==> src/rtl/core/smf_track_event_parser_macros.svh <==
// Assertion macros used by the track event parser top level
`ifndef SMF_TRACK_EVENT_PARSER_MACROS_SVH
`define SMF_TRACK_EVENT_PARSER_MACROS_SVH

// same-cycle implication, idle during reset
`define SMF_ASSERT_IMP(lbl, ante, cons) \
    lbl: assert property (@(posedge aclk) disable iff (!aresetn) (ante) |-> (cons)) \
        else $error("assertion failed");

// next-cycle implication, idle during reset
`define SMF_ASSERT_NXT(lbl, ante, cons) \
    lbl: assert property (@(posedge aclk) disable iff (!aresetn) (ante) |=> (cons)) \
        else $error("assertion failed");

`endif

==> src/rtl/core/smf_pkg.sv <==
// Types and constants of the track event parser
`timescale 1ns / 1ps

package smf_pkg;

    localparam int OPEN_DEPTH = 32;

    localparam logic [7:0] BYTE_META      = 8'hFF;
    localparam logic [7:0] BYTE_SYSEX     = 8'hF0;
    localparam logic [7:0] BYTE_ESCAPE    = 8'hF7;
    localparam logic [7:0] BYTE_SYSTEM    = 8'hF0;
    localparam logic [7:0] META_END_TRACK = 8'h2F;
    localparam logic [3:0] KIND_NOTE_OFF  = 4'h8;
    localparam logic [3:0] KIND_NOTE_ON   = 4'h9;
    localparam logic [3:0] KIND_PROGRAM   = 4'hC;
    localparam logic [3:0] KIND_PRESSURE  = 4'hD;
    localparam logic [15:0] NOTE_LIMIT_RESET = 16'd4096;
    localparam logic [2:0] VLQ_MAX_BYTES  = 3'd4;

    typedef struct packed {
        logic        valid;
        logic [3:0]  channel;
        logic [6:0]  pitch;
        logic [6:0]  velocity;
        logic [31:0] start;
    } entry_t;

    typedef enum logic [2:0] {
        OP_NONE,
        OP_INSERT,
        OP_MATCH,
        OP_CLOSE,
        OP_POP
    } list_op_t;

    typedef struct packed {
        list_op_t   op;
        logic [3:0] channel;
        logic [6:0] pitch;
        entry_t     fresh;
    } list_cmd_t;

    typedef enum logic [3:0] {
        PH_DELTA,
        PH_STATUS,
        PH_DATA1,
        PH_DATA2,
        PH_META_TYPE,
        PH_META_LEN,
        PH_SYSEX_LEN,
        PH_SKIP,
        PH_DONE
    } phase_t;

    typedef enum logic [2:0] {
        S_IDLE,
        S_EXEC,
        S_CLOSE,
        S_FOLD,
        S_FLUSH,
        S_SUMMARY
    } state_t;

endpackage

==> src/rtl/core/smf_cell.sv <==
// One open-note cell of the ordered list
`timescale 1ns / 1ps

module smf_cell import smf_pkg::*; (
    input  logic      aclk,
    input  logic      aresetn,
    input  list_cmd_t cmd,
    input  logic      prev_valid,
    input  entry_t    right_entry,
    input  logic      hit_in,
    input  entry_t    sel_in,
    output entry_t    entry,
    output logic      hit_out,
    output entry_t    sel_out
);

    entry_t entry_reg;
    entry_t entry_next;
    logic   match_reg;
    logic   match_next;

    assign entry   = entry_reg;
    assign hit_out = hit_in | match_reg;
    assign sel_out = (!hit_in && match_reg) ? entry_reg : sel_in;

    always_comb begin
        entry_next = entry_reg;
        match_next = match_reg;
        unique case (cmd.op)
            OP_INSERT: begin
                if (!entry_reg.valid && prev_valid) begin
                    entry_next = cmd.fresh;
                end
            end
            OP_MATCH: begin
                match_next = entry_reg.valid && (entry_reg.channel == cmd.channel)
                             && (entry_reg.pitch == cmd.pitch);
            end
            OP_CLOSE: begin
                if (hit_out) begin
                    entry_next = right_entry;
                end
            end
            OP_POP:  entry_next = right_entry;
            default: entry_next = entry_reg;
        endcase
    end

    always_ff @(posedge aclk) begin
        if (!aresetn) begin
            entry_reg.valid <= 1'b0;
            match_reg       <= 1'b0;
        end else begin
            entry_reg.valid <= entry_next.valid;
            match_reg       <= match_next;
        end
        entry_reg.channel  <= entry_next.channel;
        entry_reg.pitch    <= entry_next.pitch;
        entry_reg.velocity <= entry_next.velocity;
        entry_reg.start    <= entry_next.start;
    end

endmodule

==> src/rtl/core/smf_open_list.sv <==
// Row of open-note cells with match and shift chains
`timescale 1ns / 1ps

module smf_open_list import smf_pkg::*; (
    input  logic      aclk,
    input  logic      aresetn,
    input  list_cmd_t cmd,
    output entry_t    head,
    output logic      full,
    output logic      found,
    output entry_t    sel
);

    entry_t ent [OPEN_DEPTH];
    entry_t sels[OPEN_DEPTH];
    logic   hits[OPEN_DEPTH];

    genvar i;
    generate
        for (i = 0; i < OPEN_DEPTH; i++) begin : g_cell
            logic   pv;
            entry_t re;
            logic   hi;
            entry_t si;
            if (i == 0) begin : g_first
                assign pv = 1'b1;
                assign hi = 1'b0;
                assign si = '0;
            end else begin : g_rest
                assign pv = ent[i-1].valid;
                assign hi = hits[i-1];
                assign si = sels[i-1];
            end
            if (i == OPEN_DEPTH - 1) begin : g_last
                assign re = '0;
            end else begin : g_inner
                assign re = ent[i+1];
            end
            smf_cell u_cell (
                .aclk        (aclk),
                .aresetn     (aresetn),
                .cmd         (cmd),
                .prev_valid  (pv),
                .right_entry (re),
                .hit_in      (hi),
                .sel_in      (si),
                .entry       (ent[i]),
                .hit_out     (hits[i]),
                .sel_out     (sels[i])
            );
        end
    endgenerate

    assign head  = ent[0];
    assign full  = ent[OPEN_DEPTH-1].valid;
    assign found = hits[OPEN_DEPTH-1];
    assign sel   = sels[OPEN_DEPTH-1];

endmodule

==> src/rtl/core/smf_track_event_parser.sv <==
// Top level of the track event parser: byte decoder, sequencer and output register
// A byte is decoded in S_EXEC; a note-off or zero-velocity note-on also passes S_CLOSE.
// s_tready is high only in S_IDLE, so no new byte is taken until the last one is through.
// A flush passes S_FOLD, pops each held note in S_FLUSH, then emits the summary.
// Output stalls hold the sequencer until the output register frees.
// Reset (aresetn low, synchronous) clears control state and the list; note_limit to 4096.
`timescale 1ns / 1ps
`include "smf_track_event_parser_macros.svh"

module smf_track_event_parser import smf_pkg::*; (
    input  logic        aclk,
    input  logic        aresetn,
    input  logic        cfg_wr_en,
    input  logic [15:0] cfg_wr_data,
    input  logic        s_tvalid,
    output logic        s_tready,
    input  logic [7:0]  s_tdata,   // track_byte[7:0]
    input  logic        s_tuser,   // req_type
    input  logic        s_tlast,   // track_end
    output logic        m_tvalid,
    input  logic        m_tready,
    output logic [79:0] m_tdata,   // pitch[6:0], velocity[13:7], start_tick[45:14],
                                   // end_tick[77:46], too_many_notes[78], open_overflow[79]
    output logic        m_tuser,   // kind
    output logic        m_tlast    // last
);

    state_t      state_reg, state_next;
    phase_t      phase_reg, phase_next;
    logic [7:0]  rs_reg, rs_next, es_reg, es_next, mk_reg, mk_next, fd_reg, fd_next;
    logic [31:0] tick_reg, tick_next, acc_reg, acc_next, skip_reg, skip_next;
    logic [31:0] content_reg, content_next, close_tick_reg;
    logic [2:0]  cnt_reg, cnt_next;
    logic [15:0] notes_reg, notes_next, limit_reg;
    logic [1:0]  flags_reg, flags_next;
    logic [7:0]  byte_reg;
    logic        tend_reg;

    logic        m_valid_reg, m_user_reg, m_last_reg;
    logic [79:0] m_data_reg;

    list_cmd_t   cmd;
    entry_t      head, sel;
    logic        full, found;

    logic        do_insert, do_match, out_free, out_load, out_kind, out_last;
    entry_t      out_ent;
    logic [31:0] out_end;

    logic [31:0] acc_v, tick_mid;
    logic [2:0]  cnt_v;
    logic [32:0] sum_v;

    smf_open_list u_list (
        .aclk    (aclk),
        .aresetn (aresetn),
        .cmd     (cmd),
        .head    (head),
        .full    (full),
        .found   (found),
        .sel     (sel)
    );

    assign s_tready = (state_reg == S_IDLE);
    assign out_free = !m_valid_reg || m_tready;
    assign acc_v    = {acc_reg[24:0], byte_reg[6:0]};
    assign cnt_v    = cnt_reg + 3'd1;
    assign sum_v    = {1'b0, tick_reg} + {1'b0, acc_v};

    always_comb begin
        phase_next   = phase_reg;
        rs_next      = rs_reg;
        es_next      = es_reg;
        mk_next      = mk_reg;
        fd_next      = fd_reg;
        tick_next    = tick_reg;
        acc_next     = acc_reg;
        cnt_next     = cnt_reg;
        skip_next    = skip_reg;
        content_next = content_reg;
        notes_next   = notes_reg;
        flags_next   = flags_reg;
        do_insert    = 1'b0;
        do_match     = 1'b0;
        tick_mid     = tick_reg;
        if (state_reg == S_EXEC) begin
            unique case (phase_reg)
                PH_DELTA: begin
                    if (!byte_reg[7]) begin
                        tick_mid   = sum_v[32] ? '1 : sum_v[31:0];
                        acc_next   = '0;
                        cnt_next   = '0;
                        phase_next = PH_STATUS;
                    end else begin
                        acc_next = acc_v;
                        cnt_next = cnt_v;
                        if (cnt_v >= VLQ_MAX_BYTES) begin
                            phase_next = PH_DONE;
                        end
                    end
                end
                PH_STATUS: begin
                    if (!byte_reg[7]) begin
                        if (rs_reg == '0) begin
                            phase_next = PH_DONE;
                        end else begin
                            es_next = rs_reg;
                            fd_next = byte_reg;
                            phase_next = (rs_reg[7:4] == KIND_PROGRAM ||
                                          rs_reg[7:4] == KIND_PRESSURE) ? PH_DELTA : PH_DATA2;
                        end
                    end else begin
                        rs_next = (byte_reg < BYTE_SYSTEM) ? byte_reg : '0;
                        es_next = byte_reg;
                        if (byte_reg == BYTE_META) begin
                            phase_next = PH_META_TYPE;
                        end else if (byte_reg == BYTE_SYSEX || byte_reg == BYTE_ESCAPE) begin
                            phase_next = PH_SYSEX_LEN;
                        end else begin
                            phase_next = PH_DATA1;
                        end
                    end
                end
                PH_DATA1: begin
                    fd_next = byte_reg;
                    phase_next = (es_reg[7:4] == KIND_PROGRAM ||
                                  es_reg[7:4] == KIND_PRESSURE) ? PH_DELTA : PH_DATA2;
                end
                PH_DATA2: begin
                    phase_next = PH_DELTA;
                    if (es_reg[7:4] == KIND_NOTE_ON && byte_reg != '0) begin
                        if (notes_reg >= limit_reg) begin
                            flags_next[0] = 1'b1;
                        end else if (full) begin
                            flags_next[1] = 1'b1;
                        end else begin
                            do_insert  = 1'b1;
                            notes_next = notes_reg + 16'd1;
                        end
                    end else if (es_reg[7:4] == KIND_NOTE_ON || es_reg[7:4] == KIND_NOTE_OFF) begin
                        do_match = 1'b1;
                    end
                end
                PH_META_TYPE: begin
                    mk_next    = byte_reg;
                    phase_next = PH_META_LEN;
                end
                PH_META_LEN, PH_SYSEX_LEN: begin
                    if (!byte_reg[7]) begin
                        skip_next = acc_v;
                        acc_next  = '0;
                        cnt_next  = '0;
                        if (phase_reg == PH_META_LEN && mk_reg == META_END_TRACK) begin
                            phase_next = PH_DONE;
                        end else begin
                            phase_next = (acc_v == '0) ? PH_DELTA : PH_SKIP;
                        end
                    end else begin
                        acc_next = acc_v;
                        cnt_next = cnt_v;
                        if (cnt_v >= VLQ_MAX_BYTES) begin
                            phase_next = PH_DONE;
                        end
                    end
                end
                PH_SKIP: begin
                    if (skip_reg != '0) begin
                        skip_next = skip_reg - 32'd1;
                    end
                    if (skip_reg <= 32'd1) begin
                        phase_next = PH_DELTA;
                    end
                end
                PH_DONE: phase_next = PH_DONE;
                default: phase_next = PH_DONE;
            endcase
            tick_next = tick_mid;
        end
        if ((state_reg == S_EXEC && tend_reg) || state_reg == S_FOLD) begin
            if (tick_mid > content_reg) begin
                content_next = tick_mid;
            end
            phase_next = PH_DELTA;
            rs_next    = '0;
            es_next    = '0;
            mk_next    = '0;
            fd_next    = '0;
            tick_next  = '0;
            acc_next   = '0;
            cnt_next   = '0;
            skip_next  = '0;
        end
        if (state_reg == S_SUMMARY && out_free) begin
            content_next = '0;
            notes_next   = '0;
            flags_next   = '0;
        end
    end

    always_comb begin
        state_next = state_reg;
        unique case (state_reg)
            S_IDLE: begin
                if (s_tvalid) begin
                    state_next = s_tuser ? S_FOLD : S_EXEC;
                end
            end
            S_EXEC:  state_next = do_match ? S_CLOSE : S_IDLE;
            S_CLOSE: begin
                if (!found || close_tick_reg <= sel.start || out_free) begin
                    state_next = S_IDLE;
                end
            end
            S_FOLD:  state_next = S_FLUSH;
            S_FLUSH: begin
                if (!head.valid) begin
                    state_next = S_SUMMARY;
                end
            end
            S_SUMMARY: begin
                if (out_free) begin
                    state_next = S_IDLE;
                end
            end
            default: state_next = S_IDLE;
        endcase
    end

    always_comb begin
        cmd          = '0;
        cmd.op       = OP_NONE;
        cmd.channel  = es_reg[3:0];
        cmd.pitch    = fd_reg[6:0];
        cmd.fresh    = '{valid: 1'b1, channel: es_reg[3:0], pitch: fd_reg[6:0],
                         velocity: byte_reg[6:0], start: tick_reg};
        out_load     = 1'b0;
        out_kind     = 1'b0;
        out_last     = 1'b0;
        out_ent      = sel;
        out_end      = close_tick_reg;
        unique case (state_reg)
            S_EXEC: begin
                if (do_insert) begin
                    cmd.op = OP_INSERT;
                end else if (do_match) begin
                    cmd.op = OP_MATCH;
                end
            end
            S_CLOSE: begin
                if (found) begin
                    if (close_tick_reg > sel.start) begin
                        if (out_free) begin
                            out_load = 1'b1;
                            out_last = 1'b1;
                            cmd.op   = OP_CLOSE;
                        end
                    end else begin
                        cmd.op = OP_CLOSE;
                    end
                end
            end
            S_FLUSH: begin
                out_ent = head;
                out_end = content_reg;
                if (head.valid) begin
                    if (content_reg > head.start) begin
                        if (out_free) begin
                            out_load = 1'b1;
                            cmd.op   = OP_POP;
                        end
                    end else begin
                        cmd.op = OP_POP;
                    end
                end
            end
            S_SUMMARY: begin
                out_ent  = '0;
                out_end  = content_reg;
                out_kind = 1'b1;
                out_last = 1'b1;
                out_load = out_free;
            end
            default: cmd.op = OP_NONE;
        endcase
    end

    always_ff @(posedge aclk) begin
        if (!aresetn) begin
            state_reg   <= S_IDLE;
            phase_reg   <= PH_DELTA;
            rs_reg      <= '0;
            es_reg      <= '0;
            mk_reg      <= '0;
            fd_reg      <= '0;
            tick_reg    <= '0;
            acc_reg     <= '0;
            cnt_reg     <= '0;
            skip_reg    <= '0;
            content_reg <= '0;
            notes_reg   <= '0;
            flags_reg   <= '0;
            limit_reg   <= NOTE_LIMIT_RESET;
            m_valid_reg <= 1'b0;
        end else begin
            state_reg   <= state_next;
            phase_reg   <= phase_next;
            rs_reg      <= rs_next;
            es_reg      <= es_next;
            mk_reg      <= mk_next;
            fd_reg      <= fd_next;
            tick_reg    <= tick_next;
            acc_reg     <= acc_next;
            cnt_reg     <= cnt_next;
            skip_reg    <= skip_next;
            content_reg <= content_next;
            notes_reg   <= notes_next;
            flags_reg   <= flags_next;
            if (cfg_wr_en) begin
                limit_reg <= cfg_wr_data;
            end
            if (out_load) begin
                m_valid_reg <= 1'b1;
            end else if (m_tready) begin
                m_valid_reg <= 1'b0;
            end
        end
        if (s_tvalid && s_tready) begin
            byte_reg <= s_tdata;
            tend_reg <= s_tlast;
        end
        if (state_reg == S_EXEC) begin
            close_tick_reg <= tick_reg;
        end
        if (out_load) begin
            m_data_reg <= {flags_reg[1], flags_reg[0], out_end, out_ent.start,
                           out_ent.velocity, out_ent.pitch};
            m_user_reg <= out_kind;
            m_last_reg <= out_last;
        end
    end

    assign m_tvalid = m_valid_reg;
    assign m_tdata  = m_data_reg;
    assign m_tuser  = m_user_reg;
    assign m_tlast  = m_last_reg;

    `SMF_ASSERT_IMP(a_summary_last, m_valid_reg && m_user_reg, m_last_reg)
    `SMF_ASSERT_IMP(a_summary_empty, state_reg == S_SUMMARY, !head.valid)
    `SMF_ASSERT_NXT(a_accept_starts, s_tvalid && s_tready,
                    state_reg == S_EXEC || state_reg == S_FOLD)

endmodule

==> config.mk <==
export PLATFORM = sky130hd
export DESIGN_NAME = smf_track_event_parser
export DESIGN_NICKNAME = d
export VERILOG_FILES = /design/src/rtl/core/smf_pkg.sv /design/src/rtl/core/smf_cell.sv /design/src/rtl/core/smf_open_list.sv /design/src/rtl/core/smf_track_event_parser.sv
export VERILOG_INCLUDE_DIRS = /design/src /design/src/rtl/core
export SDC_FILE = /design/constraint.sdc
export NUM_CORES = 2
export LEC_CHECK = 0
export CAP_MARGIN = 40
export CORE_ASPECT_RATIO = 1.75
export CORE_MARGIN = 2
export CORE_UTILIZATION = 57
export CTS_CLUSTER_SIZE = 40
export DETAILED_ROUTE_END_ITERATION = 16
export DONT_BUFFER_PORTS = 1
export PLACE_DENSITY = 0.69
export SLEW_MARGIN = 20
export SYNTH_ARGS = -nofsm -noshare
export SYNTH_HDL_FRONTEND = slang
export SYNTH_HIERARCHICAL = 1
export SYNTH_SLANG_ARGS = --single-unit
==> constraint.sdc <==
create_clock -name aclk -period 23.3 [get_ports aclk]
set_clock_uncertainty 0.1 [all_clocks]
set_input_delay 6.99 -clock aclk [delete_from_list [all_inputs] [get_ports aclk]]
set_output_delay 6.99 -clock aclk [all_outputs]
set_load 0.02 [all_outputs]
# [Word level (Yosys, flattened, before mapping)]
# Cells that the tools add are included.
# W data, S select, Z words.
[totals] elab_cells=879 ff_bits=1984 in_bits=31
[op_classes] muxes=192 reduce_logical=263 addsub=4 bitwise=34 n_eq_ne=164 n_lt_le_gt_ge=8
[op_table] op="$pmux W51 S3" count=32
[op_table] op="$mux W51" count=63
[op_table] op="$mux W46" count=32
[op_table] op="$eq A7 B7 Y1" count=32
[op_table] op="$mux W32" count=7
[op_table] op="$ne A2 B2 Y1 const B" count=74
[op_table] op="$logic_and A1 B1 Y1" count=131
[op_table] op="$eq A4 B4 Y1" count=32
[op_table] op="$reduce_and A3 Y1" count=34
[op_table] op="$gt A32 B32 Y1" count=3
[op_table] op="$pmux W46 S2" count=1
[op_table] op="$logic_not A1 Y1" count=64
[op_table] op="$pmux W32 S2" count=1
[op_table] op="$mux W50" count=1
[op_table] op="$mux W3" count=13
[op_table] op="$add A32 B32 Y33" count=1
[op_table] op="$le A32 B1 Y1 const B" count=1
[op_table] op="$le A32 B32 Y1" count=1
[op_table] op="$logic_not A32 Y1" count=1
[op_table] op="$reduce_bool A32 Y1" count=1
[op_table] op="$sub A32 B1 Y32 const B" count=1
[op_table] op="$or A1 B1 Y1" count=31
[op_table] op="$mux W4" count=7
[op_table] op="$pmux W4 S7" count=1
[op_table] op="other kinds (37)" count=100

# [Logic depth before layout (Yosys ltp)]
[logic_depth] word_depth=40 depth_mapped=50 depth_no_buf=46

# [Cells and area by module]
# Netlist, hierarchy kept.
[by_module_without_submodules] module="smf_cell" instances=32 cells_each=197 area_each_um2=3005.4
[by_module_without_submodules] module="smf_track_event_parser" instances=1 cells_each=2064 area_each_um2=18141.1
[by_module_without_submodules] module="smf_open_list" instances=1 cells_each=2 area_each_um2=7.5

# [Worst setup path after synthesis]
# OpenSTA, ideal clock, no wires.
[synth_timing] path_kind="register to register" startpoint="reg u_list.g_cell[0].u_cell.match_reg" endpoint="reg u_list.g_cell[0].u_cell.entry_reg, in the netlist u_list/g_cell[0].u_cell/entry[0], enable pin" path_slack_ps=6921 arrival_time_ps=15872 stages_incl_launch_ff=47 n_path_buf=2 synth_period_minus_slack_ps=16379 cell_sequence="dfxtp_1 -> or2_2 -> or2_2 -> or2_2 -> or2_2 -> or2_2 -> or2_2 -> or2_2 -> or2_2 -> or2_2 -> or2_2 -> or2_2 -> or2_2 -> or2_2 -> or2_2 -> or2_2 -> or2_2 -> or2_2 -> [... 11 more ...] -> or2_2 -> or2_2 -> or2_2 -> nor2b_1 -> clkbuf_1 -> buf_2 -> mux2_2 -> inv_1 -> ha_1 -> a21oi_1 -> o21ai_0 -> a2111oi_0 -> a211oi_1 -> a211oi_1 -> o21ai_0 -> o21ai_0 -> nor2b_1 -> a21o_1"
[synth_rtl] item="from (decl)" line_no="smf_cell.sv:19" text="logic match_reg;"
[synth_rtl] item="from (signal assigned)" line_no="smf_cell.sv:55" text="match_reg <= match_next;"
[synth_rtl] item="to (decl)" line_no="smf_cell.sv:17" text="entry_t entry_reg;"

==> impl_summary.log <==
INFO  metric grt_first_pass_wirelength = 504000 um
INFO  metric die-height = 592 um
INFO  metric finalWirelength = 351000 um
INFO  metric wl_per_cell = 31.9 um
INFO  metric first_global_vias = 72600
INFO  metric report.final.hold_viol_count = 0
INFO  metric drc_errors = 0
INFO  metric drt_iter0_markers = 6994
INFO  metric drt_first_pass_iters = 8
INFO  metric globalplace.congestion = 0.948
INFO  metric final_nets = between 8000 and 9000
INFO  metric grt_setup_unrepaired = no
INFO  metric grt_busiest_layer = met2
INFO  metric io_buffer_count = 0
INFO  metric remaining_number_of_nets_flagged_by_the_antenna_check_after_routing = 0
INFO  metric cts-root-to-sink-buffers = 4
INFO  metric routed-via-count = 71300
INFO  metric core-area = 196000 um2
INFO  metric arrival = ~18 ns
INFO  metric synthCells = between 8000 and 9000
INFO  metric area_occupied_by_registers = 57000 um2
INFO  metric fraction_of_final_layout_cells_sized_beyond_drive_strength_1 = 26.6%
INFO  metric pin_count = 115
INFO  metric clock_sink_count = ~2000
INFO  metric crit_slowest_cell = o21ai_0
INFO  metric tritoncts = done
INFO  metric postCtsResizedCells = 0
INFO  metric timing.final.max_slew_violations = 0
INFO  metric final.fill_count = 15000
INFO  metric pin_count_of_the_biggest_net_entering_global_routing = between 100 and 150
INFO  metric hpwlAfterDp = around 240000 um
INFO  metric fin_cells = 11000
INFO  metric post-place-ws = 5.87 ns
INFO  metric setup_viol_count_final = 0
INFO  metric layout-area-overhead-vs-synth = 7.92%
INFO  metric cts-hold-fix-buffers = 0
INFO  metric status = complete, no violations
INFO  metric vdd.ir_drop.worst = ~0.067 mV
INFO  metric reg2regPathDepth = 47
INFO  metric floorplan.initialDensity = 57.4%
INFO  metric ff2ff_setup_slack = ~5.6 ns
INFO  metric h-tree-depth = 4
INFO  metric antenna_violations_before_repair = 40
INFO  metric clk-insertion-delay-late = roughly 0.87 ns
INFO  metric layout_worst_path_cycle_share = around three quarters
INFO  metric multi_input_area = approximately 53000 um2
INFO  metric track_usage = between 30% and 40%
INFO  metric timing.rr.end = u_list/g_cell[0].u_cell/entry[20]
INFO  metric placement.cell_area = 115000 um2
INFO  metric layout.cell_area.non_filler = 121000 um2
INFO  metric synthesis.area_per_instance = 13.7 um2
INFO  metric drv.max_cap_violation_count = 0
INFO  metric route.detailed.vias_per_inst = 6.48
INFO  metric power.density_cell_area = 65.0 nW/um2
INFO  metric critical_path.startpoint_type = flip-flop
INFO  metric cts.clk_slew.worst_paths = 0.07 ns
INFO  metric min_delay_worst_endpoint = m_tdata[78]
INFO  metric layout_min_cycle_time = 17.66 ns
INFO  metric synth_area = 113000 um2
INFO  metric worst_setup_path_end_kind = flip-flop
INFO  metric clock.fmax = 56.6 MHz
INFO  metric synth-warning-count = 6
INFO  metric cell_count_after_placement = 10600
INFO  metric power_leakage = 45.1 nW
INFO  metric crit_fanout = 69
INFO  metric crit-reg2reg-launch = u_list/g_cell[0].u_cell/match_reg
INFO  metric final_core_util = 61.9%
INFO  metric floorplan.die_area = 201000 um2
INFO  metric timing.setup.critical_path_class = flip-flop to flip-flop
INFO  metric overall_overflow_remaining_after_global_route = 0
INFO  metric critical-path-max-stage-delay = 0.76 ns
INFO  metric cp_data_required_time = 23.78 ns
INFO  metric worst_hold_startpoint = flags_reg[0]
INFO  metric globalRouteMet2Util = 56.7%
INFO  metric largest_register_ff_count = between 1500 and 2000
INFO  metric cts_setup_buffers = 0
INFO  metric holdPathStages = 0
INFO  metric grt_met3_usage = approximately 5.1%
INFO  metric globalRouteMet1Util = 40.6%
INFO  metric die-width = 340 um
INFO  metric fin_setup_tns = 0 ns
INFO  metric hold_class = flip-flop to flip-flop
INFO  metric max-slew-margin-rel = 35.7%
INFO  metric cts_buffers = around 190
INFO  metric std_cell_rows = around 220
INFO  metric ctsRootBufferMaster = clkbuf_16
INFO  metric max_slew.worst_pin.slew = ~0.96 ns
INFO  metric crit_path_frequent_cell = or2_2
INFO  metric setup_slack = roughly 5.6 ns
routing by layer:
layer	share of wire, %	wire, um
met5	0.062	218
met3	6.5	22700
met2	48	168000
met4	8.4	29400
met1	37	131000
cell usage in the layout (no fill, tap or decap), drive strengths merged, types with 99 or more instances in the layout:
master and count:
ha 148, nand3 139, o21ai 196, conb 133, xnor2 145, nand2 310
inv 143, clkbuf 269, dfxtp 261, mux2 3072, nor2 174, xor2 236
a21oi 209, buf 184, o31ai 99, edfxtp 1723
power by group:
| part | internal, mW | leakage, nW | total (mW) | switching [mW] |
|---|---|---|---|---|
| Sequential | 3.89 | 18.0 | 3.93 | 0.0337 |
| Combinational | 0.274 | 23.9 | 0.698 | 0.424 |
| Clock | 1.85 | 3.17 | 3.27 | 1.42 |
critical path: cells and delay by family, from the launching register on:
kind            cells  cell delay (ns)
compound gates      3             1.59
fa+ha+maj           1             0.31
buf+inv             5             1.70
flops               1             0.34
mux                 2             0.78
simple gates       36            12.31
final cells by class:
| class | instances | share of cell area, % |
|---|---|---|
| clock buffer | 269 | 4.54 |
| clock inverter | 83 | 0.743 |
| tap | 2604 | 2.68 |
| timing repair buffer | 184 | 1.30 |
| multi-input combinational | 5723 | 43.3 |
| inverter | 141 | 0.436 |
| antenna | 12 | 0.0247 |
| sequential | 1984 | 47.0 |
how the worst max path moves through the flow:
| stage | start | end | slack [ns] | cells past startpoint |
|---|---|---|---|---|
| 2_1_floorplan | u_list/g_cell[0].u_cell/match_reg | u_list/g_cell[0].u_cell/entry[0] | 6.96 | 46 |
| 3_3_place_gp | u_list/g_cell[0].u_cell/match_reg | u_list/g_cell[0].u_cell/entry[40] | 5.86 | 48 |
| 3_5_place_dp | u_list/g_cell[0].u_cell/match_reg | u_list/g_cell[0].u_cell/entry[40] | 5.87 | 47 |
| 4_1_cts | u_list/g_cell[0].u_cell/match_reg | u_list/g_cell[0].u_cell/entry[47] | 5.81 | 47 |
| 5_1_grt | u_list/g_cell[0].u_cell/match_reg | u_list/g_cell[0].u_cell/entry[13] | 5.33 | 47 |
| 6_report | u_list/g_cell[0].u_cell/match_reg | u_list/g_cell[0].u_cell/entry[20] | 5.64 | 47 |
through the flow:
step / hold WS [ns] / power [mW]
after floorplan: 0.309 / 4.41
after global placement: 0.321 / 4.65
after detailed placement: 0.321 / 4.68
after CTS: 0.351 / 7.91
after global routing: 0.346 / 8.09
final: 0.349 / 7.90
Power figures use the tool's default switching activity.
